==> config.mk <==
export PLATFORM = sky130hd
export DESIGN_NAME = fsr_accum
export DESIGN_NICKNAME = d
export VERILOG_FILES = /design/src/fraction_sum_reducer_top_assert.svh /design/src/fsr_pkg.sv /design/src/fsr_accum.sv
export SDC_FILE = /design/constraint.sdc
export NUM_CORES = 2
export LEC_CHECK = 0
export BUFFER_PORTS_ARGS = -buffer_cell sky130_fd_sc_hd__buf_2
export CAP_MARGIN = 20
export CELL_PAD_IN_SITES_DETAIL_PLACEMENT = 0
export CELL_PAD_IN_SITES_GLOBAL_PLACEMENT = 1
export CORE_ASPECT_RATIO = 1.2
export CORE_MARGIN = 4
export CORE_UTILIZATION = 45
export CTS_BUF_LIST = sky130_fd_sc_hd__clkbuf_8
export CTS_CLUSTER_DIAMETER = 100
export DETAILED_ROUTE_END_ITERATION = 16
export GPL_ROUTABILITY_DRIVEN = 0
export GPL_TIMING_DRIVEN = 0
export PLACE_DENSITY = 0.74
export SYNTH_ARGS = -nofsm -noshare
export SYNTH_HDL_FRONTEND = slang
export SYNTH_SLANG_ARGS = --single-unit
==> constraint.sdc <==
create_clock -name clk -period 11.4 [get_ports clk]
set_input_delay 0 -clock clk [delete_from_list [all_inputs] [get_ports clk]]
set_output_delay 0 -clock clk [all_outputs]
set_load 0.005 [all_outputs]
==> src/fraction_sum_reducer_top_assert.svh <==
// assertion macros for the fraction sum reducer
// expects clk and arst_n in the scope where a macro is used
`ifndef FRACTION_SUM_REDUCER_TOP_ASSERT_SVH
`define FRACTION_SUM_REDUCER_TOP_ASSERT_SVH

// condition in one cycle implies result in the same cycle
`define FSR_ASSERT_NOW(lbl, ante, cons) \
	lbl: assert property (@(posedge clk) disable iff (!arst_n) (ante) |-> (cons)) \
		else $error("fraction_sum_reducer: same-cycle check failed");

// condition in one cycle implies result in the next cycle
`define FSR_ASSERT_NEXT(lbl, ante, cons) \
	lbl: assert property (@(posedge clk) disable iff (!arst_n) (ante) |=> (cons)) \
		else $error("fraction_sum_reducer: next-cycle check failed");

`endif

==> src/fsr_pkg.sv <==
// shared constants for the fraction sum reducer
// no dependencies
package fsr_pkg;
	localparam int WORD_BITS_DEF = 32;
	localparam int FIELD_BITS    = 32;
	localparam int MUL_DIG       = 32;
	localparam int QUEUE_DEPTH   = 2;
endpackage

==> src/fsr_accum.sv <==
// back end: cross-multiply accumulate of queued fractions
// depends on fsr_pkg
module fsr_accum import fsr_pkg::*; #(
	parameter int WORD_BITS = WORD_BITS_DEF
) (
	input  logic                 clk,
	input  logic                 arst_n,
	input  logic                 q_valid,
	input  logic [WORD_BITS-1:0] q_num,
	input  logic [WORD_BITS-1:0] q_den,
	input  logic                 q_last,
	output logic                 q_pop,
	output logic                 hand_valid,
	output logic [WORD_BITS-1:0] hand_num,
	output logic [WORD_BITS-1:0] hand_den,
	input  logic                 hand_ready
);
	localparam int NDIG  = (WORD_BITS + MUL_DIG - 1) / MUL_DIG;
	localparam int PAD   = NDIG * MUL_DIG;
	localparam int IDX_W = (NDIG > 1) ? $clog2(NDIG) : 1;
	localparam int PPW   = 2 * MUL_DIG;

	typedef enum logic {AC_MUL, AC_DRAIN} ac_state_t;

	ac_state_t            state_q;
	logic [IDX_W-1:0]     i_q, j_q, sh_s1;
	logic [WORD_BITS-1:0] acc_num_q, acc_den_q, nsum_q, dsum_q;
	logic [PPW-1:0]       pp0_s1, pp1_s1, pp2_s1;
	logic                 ppv_s1;

	logic [PAD-1:0]       an_pad, ad_pad, n_pad, d_pad;
	logic [MUL_DIG-1:0]   an_dig, ad_dig, n_dig, d_dig;
	logic [WORD_BITS-1:0] tot_n, tot_d;
	logic                 last_step, row_end, done_ok;

	function automatic logic [WORD_BITS-1:0] place(input logic [PPW-1:0] p,
	                                               input logic [IDX_W-1:0] s);
		logic [PAD+PPW-1:0] e;
		e = (PAD + PPW)'(p) << (s * MUL_DIG);
		return e[WORD_BITS-1:0];
	endfunction

	assign an_pad = PAD'(acc_num_q);
	assign ad_pad = PAD'(acc_den_q);
	assign n_pad  = PAD'(q_num);
	assign d_pad  = PAD'(q_den);
	assign an_dig = an_pad[i_q*MUL_DIG +: MUL_DIG];
	assign ad_dig = ad_pad[i_q*MUL_DIG +: MUL_DIG];
	assign n_dig  = n_pad[j_q*MUL_DIG +: MUL_DIG];
	assign d_dig  = d_pad[j_q*MUL_DIG +: MUL_DIG];

	assign last_step = (i_q == IDX_W'(NDIG - 1));
	assign row_end   = (({1'b0, i_q} + {1'b0, j_q}) == (IDX_W + 1)'(NDIG - 1));

	assign tot_n = nsum_q + place(pp0_s1, sh_s1) + place(pp1_s1, sh_s1);
	assign tot_d = dsum_q + place(pp2_s1, sh_s1);

	assign done_ok    = (state_q == AC_DRAIN) && (!q_last || hand_ready);
	assign q_pop      = done_ok;
	assign hand_valid = (state_q == AC_DRAIN) && q_last;
	assign hand_num   = tot_n;
	assign hand_den   = tot_d;

	always_ff @(posedge clk) begin
		if (state_q == AC_MUL && q_valid) begin
			pp0_s1 <= an_dig * d_dig;
			pp1_s1 <= ad_dig * n_dig;
			pp2_s1 <= ad_dig * d_dig;
			sh_s1  <= i_q + j_q;
		end
	end

	always_ff @(posedge clk or negedge arst_n) begin
		if (!arst_n) begin
			state_q   <= AC_MUL;
			i_q       <= '0;
			j_q       <= '0;
			acc_num_q <= '0;
			acc_den_q <= WORD_BITS'(1);
			nsum_q    <= '0;
			dsum_q    <= '0;
			ppv_s1    <= 1'b0;
		end else begin
			case (state_q)
				AC_MUL: begin
					if (q_valid) begin
						ppv_s1 <= 1'b1;
						if (ppv_s1) begin
							nsum_q <= tot_n;
							dsum_q <= tot_d;
						end
						if (last_step) begin
							i_q     <= '0;
							j_q     <= '0;
							state_q <= AC_DRAIN;
						end else if (row_end) begin
							i_q <= i_q + 1'b1;
							j_q <= '0;
						end else begin
							j_q <= j_q + 1'b1;
						end
					end
				end
				AC_DRAIN: begin
					if (done_ok) begin
						acc_num_q <= q_last ? '0 : tot_n;
						acc_den_q <= q_last ? WORD_BITS'(1) : tot_d;
						nsum_q    <= '0;
						dsum_q    <= '0;
						ppv_s1    <= 1'b0;
						state_q   <= AC_MUL;
					end
				end
				default: begin
					state_q <= AC_MUL;
				end
			endcase
		end
	end
endmodule

After elaboration in Yosys (flattened, before gate mapping)
Cells that the tools add are included.
{"block": "word_totals", "register_bits": 325, "out_inout_bits": 66, "wordCells": 63}
{"block": "op_classes", "addsub": 7, "n_mul": 3, "eq_ne": 3, "shift": 7, "muxes": 20, "bitwise": 1, "n_reduce_logical": 10}
{"cell": "2-to-1 mux 32 bit", "count": 7}
{"cell": "multiplier 32 x 32 -> 64 bit", "count": 3}
{"cell": "left shift 64 x 6 -> 32 bit", "count": 3}
{"cell": "one-hot mux 32 bit (2 select lines)", "count": 2}
{"cell": "indexed part select 32 x 7 -> 32 bit", "count": 4}
{"cell": "adder 32 bit", "count": 3}
{"cell": "2-to-1 mux 1 bit", "count": 9}
{"cell": "!= test 2 bit (second input constant)", "count": 3}
{"cell": "AND reduction 2 bit", "count": 3}
{"cell": "one-hot mux 1 bit (2 select lines)", "count": 2}
{"cell": "logical AND 1 bit", "count": 3}
{"cell": "AND reduction 3 bit", "count": 1}
{"cell": "adder 1 bit (second input constant)", "count": 2}
{"cell": "adder 1 x 1 -> 2 bit", "count": 1}
{"cell": "zero test 2 bit", "count": 1}
{"cell": "adder 1 bit", "count": 1}
{"cell": "zero test 1 bit", "count": 1}
{"cell": "logical OR 1 bit", "count": 1}
{"cell": "NOT 1 bit", "count": 1}

Longest topological paths before layout
{"block": "depth", "depth_word": 6, "depth_mapped": 33}

Worst setup path after synthesis
OpenSTA, ideal clock, no wires.
{"block": "synth_path", "kind": "reg2reg", "from": "reg j_q", "to": "reg pp1_s1[31], data pin", "t_arrival_ns": 7.741, "t_required_ns": 11.142, "path_slack_ns": 3.402, "path_stages_with_launch": 31, "path_buffers": 6, "cell_sequence": "dfrtp_1 buf_2 buf_6 buf_6 clkbuf_1 inv_1 clkbuf_1 nand2_1 clkbuf_1 nor2_1 fa_1 inv_1 fa_1 fa_1 fa_1 inv_1 fa_1 inv_1 fa_1 inv_1 fa_1 fa_1 ha_1 nor3_1 o41ai_1 nand2_1 o211a_4 o41ai_4 a221o_1 a21oi_2 xnor2_1"}
{"block": "synth_between", "elab_chain_cells": 2}
{"element": "start: declaration", "line": "fsr_accum.sv:26", "source": "logic [IDX_W-1:0] i_q, j_q, sh_s1;"}
{"element": "start signal: assignment", "line": "fsr_accum.sv:100", "source": "j_q <= j_q + 1'b1;"}
{"element": "indexed part select 32 x 7 -> 32 bit", "line": "fsr_accum.sv:49", "source": "assign n_dig = n_pad[j_q*MUL_DIG +: MUL_DIG];"}
{"element": "multiplier 32 x 32 -> 64 bit", "line": "fsr_accum.sv:67", "source": "pp1_s1 <= ad_dig * n_dig;"}
{"element": "end signal: assignment", "line": "fsr_accum.sv:67"}
{"element": "end: declaration", "line": "fsr_accum.sv:28", "source": "logic [PPW-1:0] pp0_s1, pp1_s1, pp2_s1;"}
No other way between the ends.
A chain may end at the register's enable or synchronous reset.

Worst setup path after layout
{"block": "layout_path", "from": "reg j_q", "to": "reg pp0_s1[31], data pin"}
{"block": "layout_between", "elab_chain_cells": 2}
{"element": "indexed part select 32 x 7 -> 32 bit", "line": "fsr_accum.sv:50", "source": "assign d_dig = d_pad[j_q*MUL_DIG +: MUL_DIG];"}
{"element": "multiplier 32 x 32 -> 64 bit", "line": "fsr_accum.sv:66", "source": "pp0_s1 <= an_dig * d_dig;"}
{"element": "end signal: assignment", "line": "fsr_accum.sv:66"}
{"element": "end: declaration", "line": "fsr_accum.sv:28"}
No other way between the ends.

==> summary.md <==
| Metric | Value |
|---|---|
| Synth top area share | `0.4294` |
| CTS sink cnt | `229` |
| Clk root buf | `clkbuf_8` |
| Die X | `337.4 µm` |
| Count leader, synth | `fa_1` |
| Synthesized-area fraction occupied by adder cells | `0.5216` |
| Xor/xnor cell area share of the yosys netlist | `0.04599` |
| Filler instances | `12550` |
| Final Util | `0.4913` |
| WL/cell | `30.44 µm` |
| Commonest cells post-synth | `fa_1 (1257), inv_1 (1211), nor2_1 (945), nand2_1 (833), ha_1 (432)` |
| Number of synthesized flops with an enable pin | `97` |
| Core ar. | `128800 µm²` |
| Slowest CP cell | `clkbuf_1` |
| Fmax | `89.05 MHz` |
| Mapped Nets | `8294` |
| Worst VDD drop | `0.09006 mV` |
| Avg Vias per Cell | `5.888` |
| Vias in the first global route | `52110` |
| Gr usage total | `0.3855` |
| Clock Tree Buf Depth | `3` |
| Post-Synth Simple-Gate Area | `0.1653` |
| Setup TNS | `0 ps` |
| LEAKAGE | `30.92 nW` |
| CTS clk-pin slew, worst paths | `60 ps` |
| Register area share after synthesis | `0.1061` |
| Nets | `8533` |
| TritonCTS clock tree | `built` |
| Worst Path Arrival | `11570 ps` |
| Clock latency at the later pin of the worst-skew pair | `590 ps` |
| Clock skew | `39.80 ps` |
| Asr flop ratio synth | `0.5764` |
| Initial Util | `0.4549` |
| # IOs | `135` |
| Die height | `403.3 µm` |
| First-pass GRT wire length | `367.0 mm` |
| # Max-Cap Violations | `0` |
| Die Area | `136100 µm²` |
| Grt total ovfl | `0` |
| Area contributors post-synth | `fa_1 (43%), ha_1 (9.2%), inv_1 (7.8%)` |
| Post-Syn Instances | `6536` |
| Largest family of logic cells by synthesized area | `adder cells` |
| Htree depth | `2` |
| Layout cell share with drive strength beyond 1 | `0.04306` |
| Final worst path period share | `0.9851` |
| CP Class | `reg2reg` |
| GR peak layer | `met2` |
| Compound-gate portion of the synthesized area | `0.06014` |
| Average cell area after synthesis | `8.966 µm²` |
| P per Cell Area | `58.60 nW/µm²` |
| Routed vias | `50050` |
| Status | `completed` |
| # rows | `144` |
| Synth unique cells | `85` |
| First-iteration detailed-routing DRC count | `5459` |
| Leading area contributor after synthesis | `fa_1` |
| DRT antenna net count | `0` |
| Top_reg_cell synth | `dfrtp_1` |
| CP most frequent cell | `fa_1` |
| Initial antenna violation count | `29` |
| First-pass detailed-route iteration total | `8` |
| Final Hold Vio Count | `0` |
| Met2 usage | `0.5847` |
| Yosys reg bits | `229` |
| Mux share of post-synthesis cell area | `0.001025` |
| IO buf count | `133` |
| Setup Viol. Count Final | `0` |
| Largest fanout on the critical path | `10` |
| DP HPWL | `213.2 mm` |
| CP peak stage delay | `750 ps` |
| Postcts setup bufs | `0` |
| TritonCTS Buffers | `37` |
| M1 GR Usage | `0.4500` |
| Wirelength, routed | `258.7 mm` |
| Met3 Use GR | `0.1108` |
| Worst Hold Class | `in2reg` |
| Worst-Margin Slew | `1327 ps` |
| Area added between synthesis and finish | `8.000%` |
| Slew HR | `0.1152` |
| Worst EP required | `11740 ps` |
| Clock period minus worst slack | `11230 ps` |
| Nature of the critical path startpoint | `flop` |
| Post-Syn Area | `58600 µm²` |
| Max Slew Vio Count | `0` |
| Yosys Warn Count | `0` |
| # DRC | `0` |
| Setup repair after global routing missed its margin | `false` |
| CP Capture Type | `flop` |
| Largest net degree at the start of global routing | `88` |
==> registers in the layout, summed over array words and instances (netlist names) <==
signal,flops
acc_num_q,32
sh_s1,1
ppv_s1,1
pp0_s1,32
pp2_s1,32
nsum_q,32
pp1_s1,32
i_q,1
acc_den_q,32
dsum_q,32
state_q,1
j_q,1
==> metal layers <==
layer,vias to the layer above,wire length [µm]
met5,-,49
met4,8,30150
met3,1210,28700
met2,3337,112400
met1,25300,87440
li1,20190,-
==> placed cells by master, fill, tap and decap left out, types with 10 or more instances in the layout <==
cell type	n
inv_1	1224
edfxtp_1	97
o211ai_1	12
nand4_1	11
o21a_1	21
fa_1	1257
clkbuf_8	40
clkbuf_1	283
a211oi_1	12
a21oi_1	103
diode_2	16
and2_1	13
and3_1	86
buf_16	11
nor2b_1	216
o21ai_0	83
buf_2	152
nor3_1	33
buf_6	10
a31oi_1	13
nand2b_1	69
a21o_1	54
nand3_1	29
nor2_1	945
xnor2_1	248
o21bai_1	22
xor2_1	52
nand2_1	833
dfrtp_1	131
buf_1	22
buf_8	39
a22o_1	97
ha_1	432
==> worst paths after layout <==
| path | startpoint | end | slack [ps] | cells after the start |
|---|---|---|---|---|
| hold / removal | q_num[1] | pp1_s1[1] | 210 | 3 |
| setup / recovery | j_q | pp0_s1[31] | 170 | 32 |
| min in group asynchronous | arst_n | acc_den_q[0] | 520 | 3 |
| hold reg to reg | dsum_q[13] | dsum_q[13] | 500 | 2 |
| setup reg to reg | j_q | pp0_s1[31] | 170 | 32 |
| max in group asynchronous | arst_n | acc_num_q[19] | 10380 | 4 |
==> power breakdown <==
part           total, mW  internal (mW)  switching [mW]
Clock              0.815          0.436           0.379
Sequential          1.08          0.977           0.100
Combinational       1.82          0.603            1.21
Total               3.71           2.02            1.69
==> area by class of cell <==
class / instances / area (µm²) / area share
Antenna cell: 16 / 40.04 / 0.0006326
Buffer: 332 / 1301 / 0.02056
Clock buffer: 39 / 536.8 / 0.008481
Clock inverter: 29 / 270.3 / 0.004270
Inverter: 1213 / 4553 / 0.07194
Multi-Input combinational cell: 4761 / 46530 / 0.7352
Sequential cell: 229 / 6217 / 0.09823
Tap cell: 1679 / 2101 / 0.03319
Timing Repair Buffer: 201 / 1739 / 0.02748
==> stage by stage <==
stage / setup slack [ps] / hold slack, ps / instance area, µm² / total power, mW / cells
floorplan: 3402 / -295.6 / 58610 / 2.072 / 6536
global placement: -101.9 / 261.1 / 61370 / 2.820 / 8348
detailed placement: -68.36 / -40.70 / 62050 / 2.837 / 8389
CTS: 290.6 / 130.6 / 62950 / 3.662 / 8465
global route: 48.51 / 153.7 / 63250 / 3.890 / 8483
finish: 169.8 / 211.0 / 63290 / 3.709 / 8499
==> worst max-delay path, delay by kind of cell (launching register included) <==
kind	cells	cell delay, ps
simple gates	6	1750
buf+inv	14	3300
fa+ha+maj	9	3950
flops	1	680
xor+xnor	1	240
compound gates	2	1050
==> logic make-up (layout without fill, tap and decap cells) <==
| logic type | Yosys count | count (layout) |
|---|---|---|
| buffers and inverters | 1546 | 1814 |
| adders and majority gates | 1689 | 1689 |
| DFF | 229 | 229 |
| xor gates and xnor gates | 303 | 303 |
| AOI/OAI and AO/OA | 497 | 497 |
| other | 0 | 16 |
| muxes | 6 | 6 |
| and+or+nand+nor | 2266 | 2266 |
==> what timing repair did <==
action                                 4_1_cts  5_1_grt
gates resized for setup                      1        0
endpoints found under the hold margin      136        0
setup endpoints to repair                    1        1
hold buffers                                 8        0
(Power assumes the default switching activity.)
