### src/fraction_sum_reducer_top_assert.svh
// assertion macros for the fraction sum reducer
// expects clk and arst_n in the scope where a macro is used
`ifndef FRACTION_SUM_REDUCER_TOP_ASSERT_SVH
`define FRACTION_SUM_REDUCER_TOP_ASSERT_SVH

// condition in one cycle implies result in the same cycle
`define FSR_ASSERT_NOW(lbl, ante, cons) \
	lbl: assert property (@(posedge clk) disable iff (!arst_n) (ante) |-> (cons)) \
		else $error("fraction_sum_reducer: same-cycle check failed");

// condition in one cycle implies result in the next cycle
`define FSR_ASSERT_NEXT(lbl, ante, cons) \
	lbl: assert property (@(posedge clk) disable iff (!arst_n) (ante) |=> (cons)) \
		else $error("fraction_sum_reducer: next-cycle check failed");

`endif

### src/fsr_pkg.sv
// shared constants for the fraction sum reducer
// no dependencies
package fsr_pkg;
	localparam int WORD_BITS_DEF = 32;
	localparam int FIELD_BITS    = 32;
	localparam int MUL_DIG       = 32;
	localparam int QUEUE_DEPTH   = 2;
endpackage

### src/fsr_front.sv
// front end: accepts input transfers, widens the fields, queues them
// depends on fsr_pkg
module fsr_front import fsr_pkg::*; #(
	parameter int WORD_BITS = WORD_BITS_DEF
) (
	input  logic                         clk,
	input  logic                         arst_n,
	input  logic                         s_tvalid,
	output logic                         s_tready,
	input  logic signed [FIELD_BITS-1:0] s_num,
	input  logic signed [FIELD_BITS-1:0] s_den,
	input  logic                         s_last,
	output logic                         q_valid,
	output logic [WORD_BITS-1:0]         q_num,
	output logic [WORD_BITS-1:0]         q_den,
	output logic                         q_last,
	input  logic                         q_pop
);
	localparam int PW = (QUEUE_DEPTH > 1) ? $clog2(QUEUE_DEPTH) : 1;
	localparam int CW = $clog2(QUEUE_DEPTH + 1);

	logic [WORD_BITS-1:0] num_q [QUEUE_DEPTH];
	logic [WORD_BITS-1:0] den_q [QUEUE_DEPTH];
	logic                 last_q [QUEUE_DEPTH];
	logic [PW-1:0]        wr_ptr_q, rd_ptr_q;
	logic [CW-1:0]        count_q;
	logic                 push;

	assign s_tready = (count_q != CW'(QUEUE_DEPTH));
	assign push     = s_tvalid && s_tready;
	assign q_valid  = (count_q != '0);
	assign q_num    = num_q[rd_ptr_q];
	assign q_den    = den_q[rd_ptr_q];
	assign q_last   = last_q[rd_ptr_q];

	always_ff @(posedge clk) begin
		if (push) begin
			num_q[wr_ptr_q]  <= WORD_BITS'(s_num);
			den_q[wr_ptr_q]  <= WORD_BITS'(s_den);
			last_q[wr_ptr_q] <= s_last;
		end
	end

	always_ff @(posedge clk or negedge arst_n) begin
		if (!arst_n) begin
			wr_ptr_q <= '0;
			rd_ptr_q <= '0;
			count_q  <= '0;
		end else begin
			if (push) begin
				wr_ptr_q <= (wr_ptr_q == PW'(QUEUE_DEPTH - 1)) ? '0 : wr_ptr_q + 1'b1;
			end
			if (q_pop) begin
				rd_ptr_q <= (rd_ptr_q == PW'(QUEUE_DEPTH - 1)) ? '0 : rd_ptr_q + 1'b1;
			end
			if (push && !q_pop) begin
				count_q <= count_q + 1'b1;
			end else if (q_pop && !push) begin
				count_q <= count_q - 1'b1;
			end
		end
	end
endmodule

### config.mk
export PLATFORM = sky130hd
export DESIGN_NAME = fsr_front
export DESIGN_NICKNAME = d
export VERILOG_FILES = /design/src/fraction_sum_reducer_top_assert.svh /design/src/fsr_pkg.sv /design/src/fsr_front.sv
export SDC_FILE = /design/constraint.sdc
export NUM_CORES = 1
export LEC_CHECK = 0
export ABC_AREA = 1
export BUFFER_PORTS_ARGS = -buffer_cell sky130_fd_sc_hd__clkbuf_2
export CORE_MARGIN = 2
export CORE_UTILIZATION = 50
export CTS_BUF_LIST = sky130_fd_sc_hd__clkbuf_8
export DETAILED_ROUTE_END_ITERATION = 10
export PLACE_DENSITY = 0.75
export REMOVE_ABC_BUFFERS = 1
export SLEW_MARGIN = 20
export SYNTH_ARGS = -nofsm -noshare
export SYNTH_HDL_FRONTEND = slang
export SYNTH_SLANG_ARGS = --single-unit
### constraint.sdc
create_clock -name clk -period 4.79 [get_ports clk]
set_clock_uncertainty 0.1 [all_clocks]
set_input_delay 0.958 -clock clk [delete_from_list [all_inputs] [get_ports clk]]
set_output_delay 0.958 -clock clk [all_outputs]
set_load 0.05 [all_outputs]
### Yosys cells after proc, flatten, opt, wreduce, memory -nomap -nowiden

Memory sizes are Yosys's and may differ from the RTL's.
Index checks and enable logic that the tools add are counted.

| storage, ports and cells | value |
|---|---|
| flip-flop bits (word level) | 4 |
| output and inout port bits | 67 |
| input bits | 69 |
| memory bits (read-only) | 0 |
| bits in writable memories | 130 |
| memories kept | 3 |
| word-level logic and storage cells | 24 |
| latch bits | 0 |

Memories:

| name | depth | bits a word | rd ports | clocked after Yosys merged registers in | write ports | line | text |
|---|---|---|---|---|---|---|---|
| den_q | 2 | 32 | 1 | 0 | 1 | fsr_front.sv:23 | `logic [WORD_BITS-1:0] den_q [QUEUE_DEPTH];` |
| num_q | 2 | 32 | 1 | 0 | 1 | fsr_front.sv:22 | `logic [WORD_BITS-1:0] num_q [QUEUE_DEPTH];` |
| last_q | 2 | 1 | 1 | 0 | 1 | fsr_front.sv:24 | `logic last_q [QUEUE_DEPTH];` |

| cells by class | value |
|---|---|
| reductions and logical operators | 7 |
| divide/modulo/power cells | 0 |
| muxes and demuxes | 6 |
| bitwise logic cells | 0 |
| $add $sub $neg | 4 |
| $mul | 0 |
| equal/unequal tests | 1 |
| $lt $le $gt $ge | 0 |
| shift-type cells | 0 |

Operator list:

| cell | number |
|---|---|
| $mux W1 | 4 |
| $mux W2 | 2 |
| $reduce_bool A2 Y1 | 2 |
| $logic_and A1 B1 Y1 | 3 |
| $add A1 B1 Y1 const B | 2 |
| $add A2 B1 Y2 const B | 1 |
| $logic_not A1 Y1 | 2 |
| $ne A2 B2 Y1 const B | 1 |
| $sub A2 B1 Y2 const B | 1 |

### Depth between registers and ports, before layout

Gate-level depths: netlist (run 1).

| depth | value |
|---|---|
| depth in word-level cells | 6 |
| mapped depth | 10 |
| depth with buffers taken out | 10 |

### Worst setup path before layout (run 1)

Ideal clock, no wire load.

| timing path | value |
|---|---|
| kind | input -> register |
| start | in s_tvalid |
| end | mem den_q[0][0] in the netlist's numbering (enable) |
| setup slack | 388 ps |
| data required time | 4201 ps |
| data arrival time | 3814 ps |
| library setup time | 489 ps |
| buffers on the path | 0 |
| stages on the path | 2 |
| cells stage by stage | nand2_1 nor2_1 |

| on the way | value |
|---|---|
| cells in the longest elaborated chain, start to end | 3 |

RTL lines:

| item | line | text |
|---|---|---|
| start: declaration | fsr_front.sv:8 | `input logic s_tvalid,` |
| $logic_and A1 B1 Y1 | fsr_front.sv:30 | `assign push = s_tvalid && s_tready;` |
| $mux W1 | fsr_front.sv:37 | `if (push) begin` |
| $mux W1 (implied by the code) | fsr_front.sv:39 | `den_q[wr_ptr_q] <= WORD_BITS'(s_den);` |
| end: declaration | fsr_front.sv:23 |  |

No other way between the ends.

### Worst setup path in the final report (run 1)

| timing path | value |
|---|---|
| start | reg rd_ptr_q |
| end | out q_num[30] |

| on the way | value |
|---|---|
| cells in the longest elaborated chain, start to end | 1 |

RTL lines:

| item | line | text |
|---|---|---|
| start: declaration | fsr_front.sv:25 | `logic [PW-1:0] wr_ptr_q, rd_ptr_q;` |
| start signal: assignment | fsr_front.sv:54 | `rd_ptr_q <= (rd_ptr_q == PW'(QUEUE_DEPTH - 1)) ? '0 : rd_ptr_q + 1'b1;` |
| $mem_v2 Z2 W32 | n/a |  |
| end: declaration | fsr_front.sv:14 | `output logic [WORD_BITS-1:0] q_num,` |

No other way between the ends.

==> flow_metrics.tcl, run 1 <==
set metrics [dict create \
    clock.fmax_ghz 0.3006 \
    die_y_um 104.6 \
    cp-startpoint "rd_ptr_q" \
    pre_cts_ws_ns 1.884 \
    p_sw_share_pct 41.60 \
    rows 36 \
    cp_data_arrival_time_ns 2.27 \
    wl_um 8230 \
    period_minus_slack_ns 3.327 \
    synth-seq-cells 134 \
    pin_count 136 \
    clkPwrFrac_pct 17.1 \
    end_kind "output port" \
    status "finished, final reports clean" \
    min_path_type "input pin to async pin" \
    finalMaxSlewViolations 0 \
    leakagePower_uw 0.002517 \
    cp-start-kind "flip-flop" \
    h-tree-depth 4 \
    nNetsFinal 448 \
    r2r-start "count_q[0]" \
    cellPowerDensity_nw_per_um2 710.0 \
    netlist_instances 228 \
    firstDrtPassIters 5 \
    post_drt_via_cell_ratio 4.885 \
    drt_iter0_markers 108 \
    synth_top_area_share_pct 77.11 \
    ctsResizeCount 0 \
    fp.dieArea_um2 10950 \
    grt_pass1_wl_um 13050 \
    drcViolationCount 0 \
    critPathKind "flip-flop to output port" \
    ir_drop_uv 483.5 \
    diodes 0 \
    maxCapViolations 0 \
    io_buffers 135 \
    antenna_found_initial 0 \
    grt_pass1_vias 2743 \
    vias 2540 \
    start_util_pct 51.55 \
    gr-usage-all-layers_pct 15.84 \
    synth.cell_area_um2 5062 \
    holdBufCountCts 0 \
    pwr-share-seq_pct 40.9 \
    hpwl_um 5283 \
    cts_tree "yes" \
    syn_to_final_growth_pct 22.47 \
    routedWlPerCell_um 15.83 \
    setup_viol 0 \
    clock_path_buffers 2 \
    core_um2 9819 \
    postRouteAntennaNets 0 \
    grt_max_degree 67 \
    hold_viol_final 0 \
    finalPower_uw 4402 \
    cts.sinks 134 \
    crit_required_ns 3.73 \
    seq_area_frac_synth_pct 79.09 \
    internal_power_uw 2571 \
    tns_ns 0 \
    min_period_over_period_pct 69.46 \
    setup_ws_ns 1.463 \
    tightest_slew_ns 1.091 \
    die_w_um 104.6 \
    worstPathMaxFanout 66 \
    synth_largest_area_cell "edfxtp_1" \
    synth.avg_cell_area_um2 22.20 \
    ys_warn_count 0 \
    p_comb_share_pct 42.0 \
    slew_headroom_pct 27.27 \
    clkLatencyLatePin_ns 0.41 \
    ys_types 14 \
    post_cts_buffers 0 \
    synth_area_leaders "edfxtp_1, mux2_4, mux2_2" \
    clock-root-buffer "clkbuf_8" \
    overflow 0 \
    cts_made_buffers 17 \
    power_switching_uw 1831 \
    drive_gt1_share_pct 59.17 \
    rsz0062_at_grt "false" \
    cts.clk_slew.worst_paths_ns 0.07 \
    place.gp.congestion 0.7034 \
]
metal layers:
metal  wire, um  share of wire, %  track usage, %  up-vias
li1           -                 -               -     1182
met1       3450                42           18.47     1257
met2       4109                50           26.05       93
met3        601               7.3           6.363        8
met4         69              0.84           6.762        0
met5          0                 0               0        -
flip-flops by register name (all words and copies together), names as in the netlist:
signal,cells
wr_ptr_q,1
num_q,64
count_q,2
last_q,2
den_q,64
rd_ptr_q,1
placed cells by master (no fill, tap or decap), drive strengths merged:
cell / count
xnor2: 1
dfrtp: 4
inv: 10
ha: 1
nand4: 1
xor2: 2
nand2: 7
edfxtp: 130
bufinv: 1
mux2: 65
clkbuf: 152
clkinv: 7
nand3: 1
buf: 3
nor2: 2
cells by family (layout without fill, tap and decap cells):
kind of cell / count (synthesis) / count (layout) / share of synthesized area (%)
flip-flops: 134 / 134 / 79.09
multiplexers: 65 / 65 / 17.42
buffers and inverters: 14 / 173 / 1.829
AND/OR/NAND/NOR: 11 / 11 / 0.8899
XOR/XNOR: 3 / 3 / 0.5191
adder cells (fa/ha/maj): 1 / 1 / 0.2471
per-stage QoR:
stage          instance area [um2]  utilization [%]  hold WS, ns  cells
6_report                      6200            63.14       0.2410    520
3_5_place_dp                  5892            60.00       0.3884    492
2_1_floorplan                 4996                -       0.3625    221
3_3_place_gp                  5892            60.00       0.3781    492
4_1_cts                       6200            63.14       0.2050    520
5_1_grt                       6200            63.14       0.2012    520
worst max-delay path, stage by stage (launching register included):
cell and delay, ns:
dfrtp_4 1.15, mux2_2 0.43, clkbuf_2 0.24
path summary, 6_finish.rpt:
path / endpoint / slack, ns / cells past startpoint
min in group clk: count_q[0] / 0.42 / 1
min: count_q[1] / 0.24 / 1
min reg2reg: count_q[0] / 0.42 / 1
max reg2reg: num_q[1][3] / 2.59 / 5
max in group asynchronous: rd_ptr_q / 4.21 / 1
max: q_num[30] / 1.46 / 2
power by group through the flow:
| stage | Clock [uW] | Sequential (uW) | Combinational [uW] |
|---|---|---|---|
| finish | 752 | 1800 | 1850 |
| global route | 820 | 1840 | 1940 |
| CTS | 778 | 1810 | 1870 |
| detailed placement | 0 | 1830 | 1870 |
| global placement | 0 | 1820 | 1850 |
| floorplan | 0 | 1800 | 1530 |
synth_stat cells:
library cell and number:
xnor2_1 1, mux2_4 40, nand3_1 1, nand2_1 7
xor2_1 2, mux2_2 25, ha_1 1, nand4_1 1
inv_1 7, dfrtp_1 4, edfxtp_1 130, nor2_1 2
buf_2 2, buf_6 5
final cells by class:
type	count	area [um2]
fill	762	3620
multi-input combinational	80	980.9
clock buffer	17	234.0
tap	133	166.4
clock inverter	11	73.82
timing repair buffer	138	710.7
inverter	7	26.28
sequential	134	4008
Note: power is estimated with default switching activity, not from simulation.
==> inputs of run 2 (changes only) <==
- clock period: 4.79 -> 3.2 ns (I/O delays scaled with it)
==> run 2 against run 1 <==
  * Via count up 0.28%
  * Non-clock buffer count increased by 3
  * Clock-buffer cell count unchanged
  * Core utilization grew 2.3 points
  * First-iteration DRC count is 20% higher
  * Critical path type unchanged
  * Highest routed layer is now met5
==> flow_metrics.tcl, run 2 (same netlist as run 1, synthesis figures left out) <==
set metrics [dict create \
    status "finished, final reports clean" \
    core_um2 9819 \
    grt_pass1_vias 2639 \
    r2r_end "num_q[1][2]" \
    clock.fmax_ghz 0.3367 \
    placedCellCount 494 \
    r2r_slack_ns 1.22 \
    internal_power_uw 4363 \
    min_period_over_period_pct 92.82 \
    io_buffers 135 \
    fin_util_pct 65.39 \
    ir_drop_uv 611.8 \
    whs_path_depth 1 \
    pre_cts_ws_ns 0.6665 \
    cts.clk_slew.worst_paths_ns 0.07 \
    final_cell_mix "clkbuf_2, edfxtp_1, mux2_4" \
    crit_required_ns 2.46 \
    reg_top3 "den_q (64), num_q (64)" \
    rows 36 \
    grt_max_degree 42 \
    post_cts_buffers 0 \
    gr-usage-all-layers_pct 16.15 \
    h-tree-depth 4 \
    worstPathMaxFanout 41 \
    tns_ns 0 \
    min_to "num_q[0][11]" \
    clkLatencyLatePin_ns 0.42 \
    overflow 0 \
    diodes 0 \
    drive_gt1_share_pct 60.41 \
    cts_tree "yes" \
    cp-start-kind "flip-flop" \
    setup_viol 0 \
    power_switching_uw 2811 \
    r2r-start "count_q[0]" \
    antenna_found_initial 1 \
    n_fill_cell 711 \
    holdBufCountCts 1 \
    die_y_um 104.6 \
    cp_data_arrival_time_ns 2.23 \
    final_common_cell "clkbuf_2" \
    syn_to_final_growth_pct 26.84 \
    cts.sinks 134 \
    period_minus_slack_ns 2.970 \
    cp-startpoint "rd_ptr_q" \
    tightest_slew_ns 0.6680 \
    drcViolationCount 0 \
    postRouteAntennaNets 0 \
    post_drt_via_cell_ratio 4.833 \
    finalMaxSlewViolations 0 \
    routedWlPerCell_um 16.07 \
    grt_pass1_wl_um 13120 \
    setup_ws_ns 0.2298 \
    reg2reg_depth 5 \
    min_path_type "input pin to flip-flop" \
    fp.dieArea_um2 10950 \
    pin_count 136 \
    maxCapViolations 0 \
    place.gp.congestion 0.6999 \
    cts_made_buffers 17 \
    end_kind "output port" \
    p_comb_share_pct 40.0 \
    finalNonFillerCells 527 \
    nNetsFinal 451 \
    clkPwrFrac_pct 23.5 \
    clock-root-buffer "clkbuf_8" \
    die_w_um 104.6 \
    slew_headroom_pct 55.47 \
    clock_path_buffers 2 \
    p_sw_share_pct 39.19 \
    ctsResizeCount 0 \
    drt_iter0_markers 130 \
    pwr-share-seq_pct 36.5 \
    wl_um 8471 \
    hpwl_um 5559 \
    vias 2547 \
    worstHoldStart "s_num[11]" \
    start_util_pct 51.55 \
    rsz0062_at_grt "false" \
    critPathKind "flip-flop to output port" \
    firstDrtPassIters 4 \
    finalPower_uw 7174 \
    hold_viol_final 0 \
    leakagePower_uw 0.002605 \
    cellPowerDensity_nw_per_um2 1117 \
]
==> run 2: how the worst max path moves through the flow <==
stage	end	slack, ns	cells after the start
after floorplan	den_q[0][0]	-1.13	4
after global placement	q_num[7]	0.68	3
after detailed placement	q_num[30]	0.67	3
after CTS	q_num[30]	0.18	3
after global routing	q_num[30]	0.11	3
final	q_num[30]	0.23	3
==> run 2: routing by layer <==
metal	part of all wire [%]	vias to the layer above	track usage (%)
met2	52	100	26.89
met5	0.21	-	0
met1	40	1235	18.48
met3	7.3	8	7.174
met4	0.86	2	6.000
li1	-	1202	-
==> run 2: layout make-up <==
class	count	area, um2	share of cell area (%)
Timing Repair Buffer	141	748.2	11.65
Clock buffer	17	234.0	3.644
Clock inverter	15	257.7	4.014
Inverter	7	26.28	0.4092
Sequential cell	134	4008	62.41
Multi-Input combinational cell	80	980.9	15.28
Tap cell	133	166.4	2.592
==> run 2: worst max-delay path, stage by stage, from the launching register on <==
cell and delay, ns:
dfrtp_4 0.87, buf_12 0.31, mux2_2 0.37, clkbuf_2 0.24
==> run 2: per-stage QoR <==
step	hold WS, ns	area, um2
2_1_floorplan	0.2444	4996
5_1_grt	0.2599	6421
6_report	0.3071	6421
3_3_place_gp	0.3520	5919
4_1_cts	0.2678	6421
3_5_place_dp	0.3559	5919
==> run 2: power by group through the flow <==
stage	combinational [uW]	sequential (uW)	clock [uW]
floorplan	2300	2690	0
global placement	2880	2640	0
detailed placement	2900	2660	0
CTS	2910	2630	1730
global route	3000	2660	1800
finish	2870	2620	1680
==> inputs of run 3 (changes only) <==
- GPL_TIMING_DRIVEN: default -> 0
==> run 3 against run 2 <==
  * Clock power fell by 18%
  * Final cell count did not move
  * Design area decreased by 0.53%
  * Routed wire length down 3.7%
  * Critical path type unchanged
  * Critical endpoint is now q_num[10]
  * Non-clock buffer count unchanged
  * Global-route usage shrank 0.47 points
  * Highest routed layer is now met4
==> flow_metrics.tcl, run 3 (same netlist as run 1, synthesis figures left out) <==
set metrics [dict create \
    hold_viol_final 0 \
    ctsResizeCount 0 \
    start_util_pct 51.55 \
    cp_slowest_cell "dfrtp_4" \
    critPathKind "flip-flop to output port" \
    postRouteAntennaNets 0 \
    setup_ws_ns 0.3119 \
    grt_max_degree 36 \
    min_period_over_period_pct 90.25 \
    reg_top3 "den_q (64), num_q (64)" \
    pin_count 136 \
    cp-start-kind "flip-flop" \
    clock.fmax_ghz 0.3462 \
    place.gp.congestion 0.7028 \
    rsz0062_at_grt "false" \
    clkLatencyLatePin_ns 0.41 \
    worstPathMaxFanout 35 \
    die_y_um 104.6 \
    wl_um 8160 \
    cp_num_buf_inv 2 \
    drt_iter0_markers 102 \
    h-tree-depth 4 \
    fp.dieArea_um2 10950 \
    leakagePower_uw 0.002576 \
    setup_viol 0 \
    overflow 0 \
    grt.busiest_layer "met2" \
    post_drt_via_cell_ratio 4.789 \
    multi_input_area_um2 980.9 \
    syn_to_final_growth_pct 26.17 \
    cts.clk_slew.worst_paths_ns 0.08 \
    clock_path_buffers 2 \
    cts_tree "yes" \
    cts.sinks 134 \
    regArea_um2 4008 \
    n_fill_cell 766 \
    min_path_type "input pin to flip-flop" \
    grtUsageMet3_pct 6.051 \
    slew_headroom_pct 52.11 \
    die_w_um 104.6 \
    crit_required_ns 2.46 \
    nNetsFinal 451 \
    ir_drop_uv 873.9 \
    antenna_found_initial 0 \
    pre_cts_ws_ns 0.7411 \
    cp_data_arrival_time_ns 2.15 \
    grt_pass1_vias 2695 \
    cellPowerDensity_nw_per_um2 1083 \
    period_minus_slack_ns 2.888 \
    core_um2 9819 \
    end_kind "output port" \
    gr-usage-all-layers_pct 15.68 \
    final_cell_mix "clkbuf_2, edfxtp_1, mux2_4" \
    finalMaxSlewViolations 0 \
    critPathTopFamily "flip-flops" \
    routedWlPerCell_um 15.48 \
    clock-root-buffer "clkbuf_8" \
    finalPower_uw 6916 \
    vias 2524 \
    firstDrtPassIters 4 \
    diodes 0 \
    status "finished, final reports clean" \
    met2_usage_pct 25.63 \
    cts_made_buffers 17 \
    rows 36 \
    max_stage_delay_ns 0.78 \
    io_buffers 135 \
    path_cells "buf_16 -> mux2_2 -> clkbuf_2" \
    maxCapViolations 0 \
    hpwl_um 5531 \
    tightest_slew_ns 0.7167 \
    drive_gt1_share_pct 59.90 \
    final_common_cell "clkbuf_2" \
    grt_pass1_wl_um 12960 \
    use_met1_pct 18.67 \
    drcViolationCount 0 \
]
run 3: layout make-up:
class / count / share of cell area (%)
clock buffer: 17 / 3.663
multi-input combinational: 80 / 15.36
sequential: 134 / 62.74
clock inverter: 15 / 2.566
timing repair buffer: 141 / 12.65
inverter: 7 / 0.4114
tap: 133 / 2.605
run 3: repair_timing:
item                      4_1_cts  5_1_grt
setup buffers                   0        0
hold endpoints to repair        4        0
hold buffers                    1        0
run 3: worst paths after layout:
kind | startpoint | to | slack [ns] | depth (start not counted)
worst max-delay path | rd_ptr_q | q_num[10] | 0.31 | 3
worst min-delay path | s_num[23] | num_q[0][23] | 0.31 | 1
worst max register to register | count_q[0] | num_q[0][22] | 0.99 | 6
worst min register to register | count_q[0] | count_q[0] | 0.42 | 1
max in group asynchronous | arst_n | rd_ptr_q | 2.39 | 2
min in group asynchronous | arst_n | count_q[0] | 0.46 | 2
run 3: stage by stage:
step                utilization, %  cell area (um2)  TNS, ns  instances  hold slack [ns]
global route                 65.05             6387        0        527           0.2644
CTS                          65.05             6387        0        527           0.2757
detailed placement           60.89             5979        0        494           0.3574
global placement             59.45             5838  -390.88        489           0.3489
floorplan                        -             4996  -160.67        221           0.2444
finish                       65.05             6387        0        527           0.3087
run 3: report_power, final:
| group | switching [uW] | internal (uW) |
|---|---|---|
| clock network | 612 | 759 |
| logic | 2010 | 940 |
| registers | 195 | 2400 |
| total | 2820 | 4100 |
run 3: per-layer routing:
layer	vias up	wire length, um
met5	-	0
met4	0	66
met3	7	530
met2	91	4164
met1	1226	3398
li1	1200	-
