<file path="config.mk">
export PLATFORM = sky130hd
export DESIGN_NAME = fsr_reduce
export DESIGN_NICKNAME = d
export VERILOG_FILES = /design/src/fraction_sum_reducer_top_assert.svh /design/src/fsr_pkg.sv /design/src/fsr_divider.sv /design/src/fsr_reduce.sv
export SDC_FILE = /design/constraint.sdc
export NUM_CORES = 1
export LEC_CHECK = 0
export ABC_CLOCK_PERIOD_IN_PS = 7150
export BUFFER_PORTS_ARGS = -buffer_cell sky130_fd_sc_hd__buf_2
export CORE_MARGIN = 1.5
export CORE_UTILIZATION = 55
export DETAILED_ROUTE_END_ITERATION = 10
export GPL_TIMING_DRIVEN = 0
export PLACE_DENSITY = 0.85
export SLEW_MARGIN = 20
export SYNTH_ARGS = -nofsm -noshare
export SYNTH_HDL_FRONTEND = slang
export SYNTH_SLANG_ARGS = --single-unit
</file>
<file path="constraint.sdc">
create_clock -name clk -period 7.15 [get_ports clk]
set_clock_uncertainty 0.2 [all_clocks]
set_input_delay 0.3575 -clock clk [delete_from_list [all_inputs] [get_ports clk]]
set_output_delay 0.3575 -clock clk [all_outputs]
set_load 0.01 [all_outputs]
</file>
<file path="src/fraction_sum_reducer_top_assert.svh">
// assertion macros for the fraction sum reducer
// expects clk and arst_n in the scope where a macro is used
`ifndef FRACTION_SUM_REDUCER_TOP_ASSERT_SVH
`define FRACTION_SUM_REDUCER_TOP_ASSERT_SVH

// condition in one cycle implies result in the same cycle
`define FSR_ASSERT_NOW(lbl, ante, cons) \
	lbl: assert property (@(posedge clk) disable iff (!arst_n) (ante) |-> (cons)) \
		else $error("fraction_sum_reducer: same-cycle check failed");

// condition in one cycle implies result in the next cycle
`define FSR_ASSERT_NEXT(lbl, ante, cons) \
	lbl: assert property (@(posedge clk) disable iff (!arst_n) (ante) |=> (cons)) \
		else $error("fraction_sum_reducer: next-cycle check failed");

`endif

</file>
<file path="src/fsr_pkg.sv">
// shared constants for the fraction sum reducer
// no dependencies
package fsr_pkg;
	localparam int WORD_BITS_DEF = 32;
	localparam int FIELD_BITS    = 32;
	localparam int MUL_DIG       = 32;
	localparam int QUEUE_DEPTH   = 2;
endpackage

</file>
<file path="src/fsr_divider.sv">
// radix-2 restoring divider, truncating signed quotient and remainder
// depends on fsr_pkg
module fsr_divider import fsr_pkg::*; #(
	parameter int WORD_BITS = WORD_BITS_DEF
) (
	input  logic                 clk,
	input  logic                 arst_n,
	input  logic                 start,
	input  logic [WORD_BITS-1:0] dividend,
	input  logic [WORD_BITS-1:0] divisor,
	output logic                 done,
	output logic [WORD_BITS-1:0] quot,
	output logic [WORD_BITS-1:0] rem
);
	localparam int CW = $clog2(WORD_BITS + 1);

	logic                 busy_q, done_q, nega_q, negq_q;
	logic [CW-1:0]        cnt_q;
	logic [WORD_BITS-1:0] q_q, r_q, mb_q;
	logic [WORD_BITS-1:0] ma, mb;
	logic [WORD_BITS:0]   r_sh, r_sub;
	logic                 fits;

	assign ma    = dividend[WORD_BITS-1] ? WORD_BITS'(0) - dividend : dividend;
	assign mb    = divisor[WORD_BITS-1] ? WORD_BITS'(0) - divisor : divisor;
	assign r_sh  = {r_q, q_q[WORD_BITS-1]};
	assign fits  = (r_sh >= {1'b0, mb_q});
	assign r_sub = r_sh - {1'b0, mb_q};

	assign done = done_q;
	assign quot = negq_q ? WORD_BITS'(0) - q_q : q_q;
	assign rem  = nega_q ? WORD_BITS'(0) - r_q : r_q;

	always_ff @(posedge clk) begin
		if (start) begin
			q_q    <= ma;
			r_q    <= '0;
			mb_q   <= mb;
			nega_q <= dividend[WORD_BITS-1];
			negq_q <= dividend[WORD_BITS-1] ^ divisor[WORD_BITS-1];
		end else if (busy_q) begin
			r_q <= fits ? r_sub[WORD_BITS-1:0] : r_sh[WORD_BITS-1:0];
			q_q <= {q_q[WORD_BITS-2:0], fits};
		end
	end

	always_ff @(posedge clk or negedge arst_n) begin
		if (!arst_n) begin
			busy_q <= 1'b0;
			done_q <= 1'b0;
			cnt_q  <= '0;
		end else begin
			done_q <= 1'b0;
			if (start) begin
				busy_q <= 1'b1;
				cnt_q  <= CW'(WORD_BITS);
			end else if (busy_q) begin
				cnt_q <= cnt_q - 1'b1;
				if (cnt_q == CW'(1)) begin
					busy_q <= 1'b0;
					done_q <= 1'b1;
				end
			end
		end
	end
endmodule

</file>
<file path="src/fsr_reduce.sv">
// gcd reduction of a finished sum and the output register
// depends on fsr_pkg and fsr_divider
module fsr_reduce import fsr_pkg::*; #(
	parameter int WORD_BITS = WORD_BITS_DEF
) (
	input  logic                  clk,
	input  logic                  arst_n,
	input  logic                  hand_valid,
	input  logic [WORD_BITS-1:0]  hand_num,
	input  logic [WORD_BITS-1:0]  hand_den,
	output logic                  hand_ready,
	output logic                  m_tvalid,
	input  logic                  m_tready,
	output logic [FIELD_BITS-1:0] m_num,
	output logic [FIELD_BITS-1:0] m_den
);
	typedef enum logic [2:0] {RD_IDLE, RD_TEST, RD_REM, RD_QNUM, RD_QDEN, RD_OUT} rd_state_t;

	rd_state_t            state_q;
	logic [WORD_BITS-1:0] num_q, den_q, a_q, b_q, qn_q, res_num_q, res_den_q;
	logic [WORD_BITS-1:0] out_num_q, out_den_q;
	logic                 out_valid_q;
	logic                 out_load;

	logic                 div_start, div_done;
	logic [WORD_BITS-1:0] div_a, div_b, div_q, div_r;

	fsr_divider #(.WORD_BITS(WORD_BITS)) u_div (
		.clk      (clk),
		.arst_n   (arst_n),
		.start    (div_start),
		.dividend (div_a),
		.divisor  (div_b),
		.done     (div_done),
		.quot     (div_q),
		.rem      (div_r)
	);

	always_comb begin
		div_start = 1'b0;
		div_a     = a_q;
		div_b     = b_q;
		case (state_q)
			RD_TEST: begin
				if (b_q != '0) begin
					div_start = 1'b1;
				end else if (a_q != '0) begin
					div_start = 1'b1;
					div_a     = num_q;
					div_b     = a_q;
				end
			end
			RD_QNUM: begin
				div_start = div_done;
				div_a     = den_q;
				div_b     = a_q;
			end
			default: begin
			end
		endcase
	end

	assign hand_ready = (state_q == RD_IDLE);
	assign m_tvalid   = out_valid_q;
	assign m_num      = FIELD_BITS'(out_num_q);
	assign m_den      = FIELD_BITS'(out_den_q);
	assign out_load   = (state_q == RD_OUT) && (!out_valid_q || m_tready);

	always_ff @(posedge clk or negedge arst_n) begin
		if (!arst_n) begin
			state_q     <= RD_IDLE;
			out_valid_q <= 1'b0;
			num_q       <= '0;
			den_q       <= '0;
			a_q         <= '0;
			b_q         <= '0;
			qn_q        <= '0;
			res_num_q   <= '0;
			res_den_q   <= '0;
			out_num_q   <= '0;
			out_den_q   <= '0;
		end else begin
			if (out_load) begin
				out_valid_q <= 1'b1;
			end else if (m_tready) begin
				out_valid_q <= 1'b0;
			end
			case (state_q)
				RD_IDLE: begin
					if (hand_valid) begin
						num_q   <= hand_num;
						den_q   <= hand_den;
						a_q     <= hand_num;
						b_q     <= hand_den;
						state_q <= RD_TEST;
					end
				end
				RD_TEST: begin
					if (b_q != '0) begin
						state_q <= RD_REM;
					end else if (a_q != '0) begin
						state_q <= RD_QNUM;
					end else begin
						res_num_q <= num_q;
						res_den_q <= den_q;
						state_q   <= RD_OUT;
					end
				end
				RD_REM: begin
					if (div_done) begin
						a_q     <= b_q;
						b_q     <= div_r;
						state_q <= RD_TEST;
					end
				end
				RD_QNUM: begin
					if (div_done) begin
						qn_q    <= div_q;
						state_q <= RD_QDEN;
					end
				end
				RD_QDEN: begin
					if (div_done) begin
						res_num_q <= qn_q;
						res_den_q <= div_q;
						state_q   <= RD_OUT;
					end
				end
				RD_OUT: begin
					if (out_load) begin
						out_num_q <= res_num_q;
						out_den_q <= res_den_q;
						state_q   <= RD_IDLE;
					end
				end
				default: begin
					state_q <= RD_IDLE;
				end
			endcase
		end
	end
endmodule

</file>
---- Yosys cells after proc, flatten, opt, wreduce, memory -nomap -nowiden ----
Index checks and enable logic that the tools add are counted.
storage, ports and cells
  flip-flop bits (word level) ............. 398
  output and inout bits ................... 66
cells by class
  equal/unequal tests ..................... 13
  add/sub/neg operators ................... 6
  magnitude comparators ................... 1
  muxes and demuxes ....................... 48
  reduce and logical (&&, ||, !) cells .... 16
  bitwise logic cells ..................... 1
operators with widths
  cell                   count
  $mux 32                20
  $pmux 32 s2            6
  $sub 1x32->32 const A  4
  $reduce_bool 32->1     2
  $ge 33x32->1           1
  $sub 32x32->32         1
  $mux 31                1
  $mux 3                 7
  $pmux 3 s6             1
  $mux 6                 2
  $mux 1                 10
  $ne 2x2->1 const B     4
  $reduce_bool 2->1      4
  $eq 3x2->1 const B     2
  $eq 3x3->1 const B     2
  $eq 6x1->1 const B     1
  $ne 2x1->1 const B     3
  $reduce_and 2->1       3
  $sub 6x1->6 const B    1
  $reduce_and 5->1       1
  $reduce_and 4->1       1
  $eq 3x1->1 const B     1
  $logic_not 3->1        1
  $reduce_and 3->1       1
  5 further kinds        5

---- Logic depth before layout (Yosys ltp) ----
Gate-level depths: netlist of run 1.
  depth after elaboration ................. 7
  depth in mapped cells ................... 17
  mapped depth without buffers ............ 13

---- Cells and area by module ----
Synthesis of run 1 repeated with hierarchy kept, for this count alone.
second synthesis, totals
  cell total of the unflattened synthesis .. 2033
  area total of the unflattened synthesis .. 22320.2 um2
modules (own cells, without submodules)
  module       sequential area each (um2)  cells each  instances  area an instance (um2)
  fsr_reduce   7307.0                      1071        1          13904.6
  fsr_divider  2822.7                      962         1          8415.6

---- Least setup slack after synthesis of run 1 ----
No wires, ideal clock.
  path kind ............................... reg2reg
  start ................................... register a_q[23]
  end ..................................... register u_div.mb_q[26] (data pin)
  clock period less this slack ............ 4.996 ns
  arrival time ............................ 4.533 ns
  data required time ...................... 6.687 ns
  setup slack ............................. 2.154 ns
  library setup time ...................... 0.263 ns
  stages on the path, launching flop included .. 18
  buffers on the path ..................... 6
  path through ............................ dfrtp_1 > or4_1 > or2_1 > or4_4 > a21oi_1 > clkbuf_1 > buf_8 > clkbuf_8 > buf_2 > buf_2 > buf_2 > mux2i_1 > ha_1 > nor2b_1 > a41oi_1 > o21bai_1 > a21oi_1 > xor2_1
between the ends
  word-level cells in the longest chain between the ends .. 6
ends and longest elaborated chain
  item                      line               source
  start: declaration        fsr_reduce.sv:20   logic [WORD_BITS-1:0] num_q, den_q, a_q, b_q, qn_q, res_num_q, res_den_q;
  start signal: assignment  fsr_reduce.sv:93   a_q <= hand_num;
  start signal: assignment  fsr_reduce.sv:111  a_q <= b_q;
  $reduce_bool 32->1        fsr_reduce.sv:47   end else if (a_q != '0) begin
  $mux 32                   fsr_reduce.sv:47
  $mux 32                   fsr_reduce.sv:45   if (b_q != '0) begin
  $pmux 32 s2 *             fsr_reduce.sv:43   case (state_q)
  $sub 1x32->32             fsr_divider.sv:25  assign mb = divisor[WORD_BITS-1] ? WORD_BITS'(0) - divisor : divisor;
  $mux 31 *                 fsr_divider.sv:25
  via u_div.mb[26]          fsr_divider.sv:20  logic [WORD_BITS-1:0] ma, mb;
  end signal: assignment    fsr_divider.sv:38  mb_q <= mb;
  end: declaration          fsr_divider.sv:19  logic [WORD_BITS-1:0] q_q, r_q, mb_q;
Mark *: on every way through the listed nets, which the timed path passes. The rest lies on a longest branch.
A chain may end at the register's enable or synchronous reset.

---- Worst setup path after layout of run 1 ----
  start ................................... register a_q[6]
  end ..................................... register u_div.mb_q[30] (data pin)
The elaborated chain is that of the path after synthesis.

==> impl_metrics.py, run 1 <==
metrics = {
    "worst_setup_path": {
        "cp-start-kind": "register",
        "crit_path_end_kind": "register",
        "crit_type": "register to register",
        "reg2reg_to": "u_div.mb_q[30]$_DFFE_PP_",
        "reg2reg_slack_ns": 0.34,
        "r2r_start": "a_q[6]$_DFFE_PN0P_",
        "startpoint": "a_q[6]$_DFFE_PN0P_",
        "worstSetupEndpoint": "u_div.mb_q[30]$_DFFE_PP_",
        "critical_path_arrival_ns": 6.89,
        "crit_fanout": 10,
        "worstPathRequired_ns": 7.23,
        "ff2ff_path_depth": 17,
    },
    "grt": {
        "grt_pass1_wl_um": 105000,
        "grt_overflow": 0,
        "grt_max_degree": 104,
        "grt.total_usage_pct": 33.6,
        "grt_pass1_vias": 18800,
        "antenna_found_initial": 0,
    },
    "drt": {
        "first_pass_iters": 8,
        "wl_met1_um": 27400,
        "dr_wl_met3_um": 6740,
        "routed_via_density": 6.33,
        "wl_per_cell_um": 22.7,
        "vias": 18900,
        "ant_nets": 0,
        "top_layer": "met4",
        "first_iter_violations": 2469,
        "wirelength_um": 67900,
        "drc_errors": 0,
        "wl_met2_um": 30700,
    },
    "logic_synthesis": {
        "synthDistinctLibCells": 81,
        "ys_warn_count": 0,
        "ys_seq_area_share_pct": 46.8,
        "synth_fp_nets": 2299,
        "synth-main-ff-cell": "dfrtp_1",
        "synthesis.area_mm2": 0.0216,
        "ys_ff_latch": 398,
        "postSynth.asyncResetShare_pct": 75.4,
        "synth-edff-count": 66,
        "syn_avg_cell_area_um2": 9.86,
        "syn_inst": 2192,
    },
    "flow_run": {
        "maxCapViolCount": 0,
    },
    "sta": {
        "worstMarginPinSlew_ns": 1.04,
        "setup_viol": 0,
        "fin_crit_sh_pct": 95.3,
        "rsz0062_at_grt": "no",
        "slew_headroom_pct": 30.7,
        "max_freq_mhz": 147,
        "tns_ns": 0,
        "fin_crit_ns": 6.81,
        "hold_viol_final": 0,
        "slew_viol_final": 0,
    },
    "status": {
        "outcome": "finished clean",
    },
    "power_and_ir_drop": {
        "powerDensity_mw_per_mm2": 462,
        "ir_drop_mv": 0.246,
        "p_leak_nw": 11.2,
        "fin_total_pwr_mw": 11.6,
    },
    "die": {
        "die_x_um": 201,
        "fp.coreArea_mm2": 0.0387,
        "io_pins": 134,
        "initial_core_util_pct": 55.8,
        "die_area_mm2": 0.0405,
        "placementRows": 72,
        "die_h_um": 201,
    },
    "cells_and_area": {
        "nets": 2547,
        "diodes": 0,
        "layout_common_cells": "nand2_1, o21ai_0, dfrtp_1",
        "drive_above_1_share_pct": 15.8,
        "final_common_cell": "nand2_1",
        "fill_cells": 3104,
        "area_growth_pct": 16.0,
    },
    "clock_network": {
        "worst_skew_pair.late_latency_ns": 0.55,
        "cts-root-buf": "clkbuf_16",
        "clockBufferDepth": 3,
        "path_clk_slew_ns": 0.06,
        "post_cts_buffers": 0,
        "cts_buffers": 43,
        "htreeDepth": 2,
        "cts.sinks": 398,
        "cts_tree": "yes",
    },
    "placement": {
        "io_buffers": 133,
        "dp_hpwl_um": 50600,
        "place.gp.congestion": 1.02,
    },
    "hold_path": {
        "hp-class": "input port to async pin",
    },
}
## synth_stat cells (38+ instances only)
master | number | area, µm²
nor2_1 | 89 | 334
edfxtp_1 | 66 | 1980
xnor2_1 | 56 | 490
dfrtp_1 | 300 | 7510
ha_1 | 38 | 475
a21oi_1 | 89 | 445
clkbuf_1 | 110 | 413
xor2_1 | 90 | 788
nand2_1 | 320 | 1200
inv_1 | 62 | 233
mux2_2 | 130 | 1460
mux2i_1 | 109 | 1090
o21ai_0 | 302 | 1510
## logic make-up after synthesis
group	Yosys count	share of synthesized area (%)
buffers and inverters	196	4.03
AND/OR/NAND/NOR	605	12.9
multiplexers	239	11.8
flip-flops	398	46.8
XOR/XNOR	146	5.91
adder cells (fa/ha/maj)	40	2.34
AO/OA/AOI/OAI	568	16.1
## layout make-up
type | instances | area [µm²] | area share, %
repair buffers | 203 | 1420 | 5.67
clock inverters | 10 | 52.6 | 0.209
multi-input cells | 1598 | 10600 | 42.4
clock buffers | 68 | 1330 | 5.31
well taps | 518 | 648 | 2.58
plain buffers | 134 | 639 | 2.55
inverters | 62 | 233 | 0.928
flip-flops and latches | 398 | 10100 | 40.4
## where the power goes
| group | internal [mW] | switching [mW] |
|---|---|---|
| clock | 1.28 | 0.915 |
| sequential | 3.13 | 0.906 |
| combinational | 2.16 | 3.20 |
## worst min path at each step
stage / start / to / depth (start not counted)
floorplan: arst_n / a_q[0]$_DFFE_PN0P_ / 0
global placement: res_den_q[27]$_DFFE_PN0P_ / res_den_q[27]$_DFFE_PN0P_ / 2
detailed placement: arst_n / m_den[4]$_DFFE_PN0P_ / 1
CTS: arst_n / m_den[4]$_DFFE_PN0P_ / 2
global route: arst_n / m_den[9]$_DFFE_PN0P_ / 2
finish: arst_n / m_den[9]$_DFFE_PN0P_ / 2
## metrics by stage
step           setup WS [ns]  hold WS, ns  cells  cell area (µm²)  util [%]
3_3_place_gp           0.231        0.259   2843            22900      59.2
5_1_grt                0.158        0.292   2991            25100      64.8
6_report               0.338        0.229   2991            25100      64.8
3_5_place_dp           0.483        0.236   2846            23000      59.4
2_1_floorplan           2.15       -0.138   2192            21600         -
4_1_cts                0.439        0.258   2991            25100      64.7
## worst max-delay path, cell delays in order, from the launching register on
cell and delay [ns]:
dfrtp_1 0.44, nor4_2 0.61, nand4_1 0.31, or4_4 0.63, a21oi_1 0.21, clkbuf_1 0.55
buf_8 0.25, clkbuf_8 0.20, buf_2 0.37, buf_2 0.36, buf_2 0.35, mux2i_1 0.31
ha_1 0.25, nor2b_1 0.44, a41oi_1 0.37, o21bai_1 0.35, a21oi_1 0.23, xor2_1 0.10
## what timing repair did
action	in CTS	in global routing
endpoints found under the hold margin	208	0
hold buffers	67	0
resized for setup	0	1
endpoints found under the setup margin	0	4
## routing by layer
metal	global-route usage [%]	vias to the layer above
li1	-	8353
met1	45.9	9311
met2	52.6	1070
met3	5.94	207
met4	14.9	0
met5	0	-
Power figures use the tool's default switching activity.
==> run 2: changes to the inputs <==
--- a/config.mk
+++ b/config.mk
@@ -15,4 +15,5 @@
 export SLEW_MARGIN = 20
 export SYNTH_ARGS = -nofsm -noshare
 export SYNTH_HDL_FRONTEND = slang
+export SYNTH_HIERARCHICAL = 1
 export SYNTH_SLANG_ARGS = --single-unit
==> run 2 against run 1 <==
Synthesized area increased by 3.2%. Clock power increased by 9%. Worst setup slack improved by 0.38 ns. Synthesized cell count decreased by 7.3%.
==> impl_metrics.py, run 2 <==
metrics = {
    "status": {
        "outcome": "finished clean",
    },
    "cells_and_area": {
        "multiInputGateArea_mm2": 0.0114,
        "drive_above_1_share_pct": 25.5,
        "diodes": 0,
        "final_common_cell": "dfrtp_1",
        "nets": 2394,
        "seq_area_mm2": 0.0101,
        "layout_common_cells": "dfrtp_1, mux2_2, nand2_1",
        "fill_cells": 3002,
        "area_growth_pct": 16.3,
    },
    "worst_setup_path": {
        "worstPathRequired_ns": 7.29,
        "crit_fanout": 10,
        "crit_type": "register to register",
        "r2r_start": "b_q[16]$_DFFE_PN0P_",
        "cp-start-kind": "register",
        "critical_path_arrival_ns": 6.57,
        "reg2reg_to": "u_div/q_q[29]$_DFFE_PP_",
        "ff2ff_path_depth": 17,
        "reg2reg_slack_ns": 0.72,
        "crit_path_end_kind": "register",
    },
    "sta": {
        "max_freq_mhz": 155,
        "fin_crit_sh_pct": 89.9,
        "setup_viol": 0,
        "slew_headroom_pct": 24.9,
        "setup_ws_ns": 0.719,
        "rsz0062_at_grt": "no",
        "fin_crit_ns": 6.43,
        "worstMarginPinSlew_ns": 1.12,
        "slew_viol_final": 0,
        "tns_ns": 0,
        "hold_viol_final": 0,
    },
    "clock_network": {
        "worst_skew_pair.late_latency_ns": 0.58,
        "cts-root-buf": "clkbuf_16",
        "post_cts_buffers": 0,
        "path_clk_slew_ns": 0.06,
        "cts.sinks": 398,
        "htreeDepth": 2,
        "cts_buffers": 44,
        "clockBufferDepth": 3,
        "cts_tree": "yes",
    },
    "power_and_ir_drop": {
        "powerDensity_mw_per_mm2": 476,
        "ir_drop_mv": 0.234,
        "p_leak_nw": 11.8,
        "fin_total_pwr_mw": 12.4,
    },
    "logic_synthesis": {
        "syn_avg_cell_area_um2": 11.0,
        "ys_seq_area_share_pct": 45.4,
        "ys_ff_latch": 398,
        "synth_fp_nets": 2140,
        "postSynth.asyncResetShare_pct": 75.4,
        "ys_warn_count": 6,
        "post-synth-top-area-cell": "dfrtp_1",
        "synthDistinctLibCells": 79,
        "synth-main-ff-cell": "dfrtp_1",
        "yosysTopAreaCellShare_pct": 33.6,
        "synth-edff-count": 66,
        "synth.most_common_cell": "dfrtp_1",
        "syn_inst": 2033,
        "synthTopCellsByCount": "dfrtp_1, mux2_2, nand2_1, nor2_1, xnor2_1",
        "synth_area_leaders": "dfrtp_1, mux2_2, edfxtp_1",
        "synthesis.area_mm2": 0.0223,
    },
    "die": {
        "initial_core_util_pct": 55.9,
        "io_pins": 134,
        "die_h_um": 204,
        "fp.coreArea_mm2": 0.0399,
        "placementRows": 73,
        "die_x_um": 204,
        "die_area_mm2": 0.0418,
    },
    "drt": {
        "routed_via_density": 6.17,
        "wl_per_cell_um": 23.5,
        "drc_errors": 0,
        "wirelength_um": 67000,
        "first_iter_violations": 1903,
        "first_pass_iters": 6,
        "vias": 17600,
        "ant_nets": 0,
    },
    "placement": {
        "place_ws_ns": 0.922,
        "place.gp.congestion": 0.966,
        "dp_hpwl_um": 50000,
        "io_buffers": 133,
    },
    "flow_run": {
        "maxCapViolCount": 0,
    },
    "grt": {
        "grt_pass1_vias": 17600,
        "grt_max_degree": 104,
        "grt.total_usage_pct": 32.3,
        "antenna_found_initial": 1,
        "grt_pass1_wl_um": 103000,
        "grt_overflow": 0,
    },
    "hold_path": {
        "hp-class": "input port to async pin",
    },
}
[run 2: cell types whose count changed in the layout (fill, tap and decap cells not counted), sizes merged, moves of 20 or more]
cell    change
nor2       +47
mux2      +192
nand2     -159
nor3       -20
clkbuf     -44
nor2b      +29
buf        +28
xnor2      +54
o22a       +33
o21ai     -187
xor2       -49
[run 2: repair_timing]
item | 4_1_cts | 5_1_grt
resized for setup | 0 | 0
endpoints found under the setup margin | 0 | 0
hold buffers | 68 | 0
endpoints found under the hold margin | 236 | 0
[run 2: metrics by stage]
step | std cells | util (%) | hold WS [ns] | instance area (µm²)
detailed placement | 2698 | 59.6 | -0.0537 | 23800
global route | 2847 | 65.0 | 0.249 | 26000
CTS | 2847 | 65.0 | 0.208 | 26000
finish | 2847 | 65.0 | 0.186 | 26000
floorplan | 2033 | - | -0.138 | 22300
global placement | 2691 | 59.2 | 0.282 | 23600
[run 2: cell type report]
type / count / area share (%)
Inverter: 54 / 0.781
Timing Repair Buffer: 208 / 5.67
Multi-Input combinational cell: 1464 / 43.9
Clock buffer: 65 / 5.06
Buffer: 117 / 2.33
Clock inverter: 16 / 0.737
Sequential cell: 398 / 39.0
Tap cell: 525 / 2.53
[run 2: worst max path at each step]
stage	startpoint	endpoint	slack [ns]
final	b_q[16]$_DFFE_PN0P_	u_div/q_q[29]$_DFFE_PP_	0.72
after CTS	b_q[16]$_DFFE_PN0P_	u_div/q_q[29]$_DFFE_PP_	0.93
after global routing	b_q[16]$_DFFE_PN0P_	u_div/q_q[29]$_DFFE_PP_	0.56
after global placement	state_q[1]$_DFFE_PN0P_	u_div/q_q[12]$_DFFE_PP_	-1.04
after floorplan	state_q[1]$_DFFE_PN0P_	u_div/q_q[0]$_DFFE_PP_	1.56
after detailed placement	b_q[16]$_DFFE_PN0P_	u_div/q_q[29]$_DFFE_PP_	0.92
[run 2: metal layers]
metal / wire length [µm] / GRT usage (%)
met1: 28100 / 44.4
met3: 5360 / 5.18
met5: 31 / 0
met4: 2350 / 12.1
met2: 31200 / 51.3
[run 2: logic make-up (layout without fill, tap and decap cells)]
logic type               after synthesis  count (layout)  share of synthesized area [%]
AND/OR/NAND/NOR                      477             477                           10.6
AO/OA/AOI/OAI                        385             385                           11.0
flip-flops                           398             398                           45.4
XOR/XNOR                             151             151                           5.93
buffers and inverters                171             460                           3.62
adder cells (fa/ha/maj)               39              39                           2.22
multiplexers                         412             412                           21.3
[run 2: power by group]
part	internal [mW]	switching [mW]	leakage [nW]
Sequential	3.16	0.908	4.85
Combinational	2.53	3.38	6.22
Clock	1.39	0.989	0.750
[run 2: worst max-delay path, cell delays in order (launching register included)]
cell and delay (ns):
dfrtp_1 0.43, nor4_1 0.37, nand2_1 0.21, nor4_2 0.59, nor2b_1 0.19, buf_2 0.18
clkbuf_1 0.50, a21oi_1 0.14, o22a_1 0.29, nor4_4 0.43, nand3_2 0.16, or3_1 0.41
or4_1 0.49, or4_1 0.53, or4_4 0.47, o41ai_2 0.28, xor2_1 0.22, a21oi_1 0.09
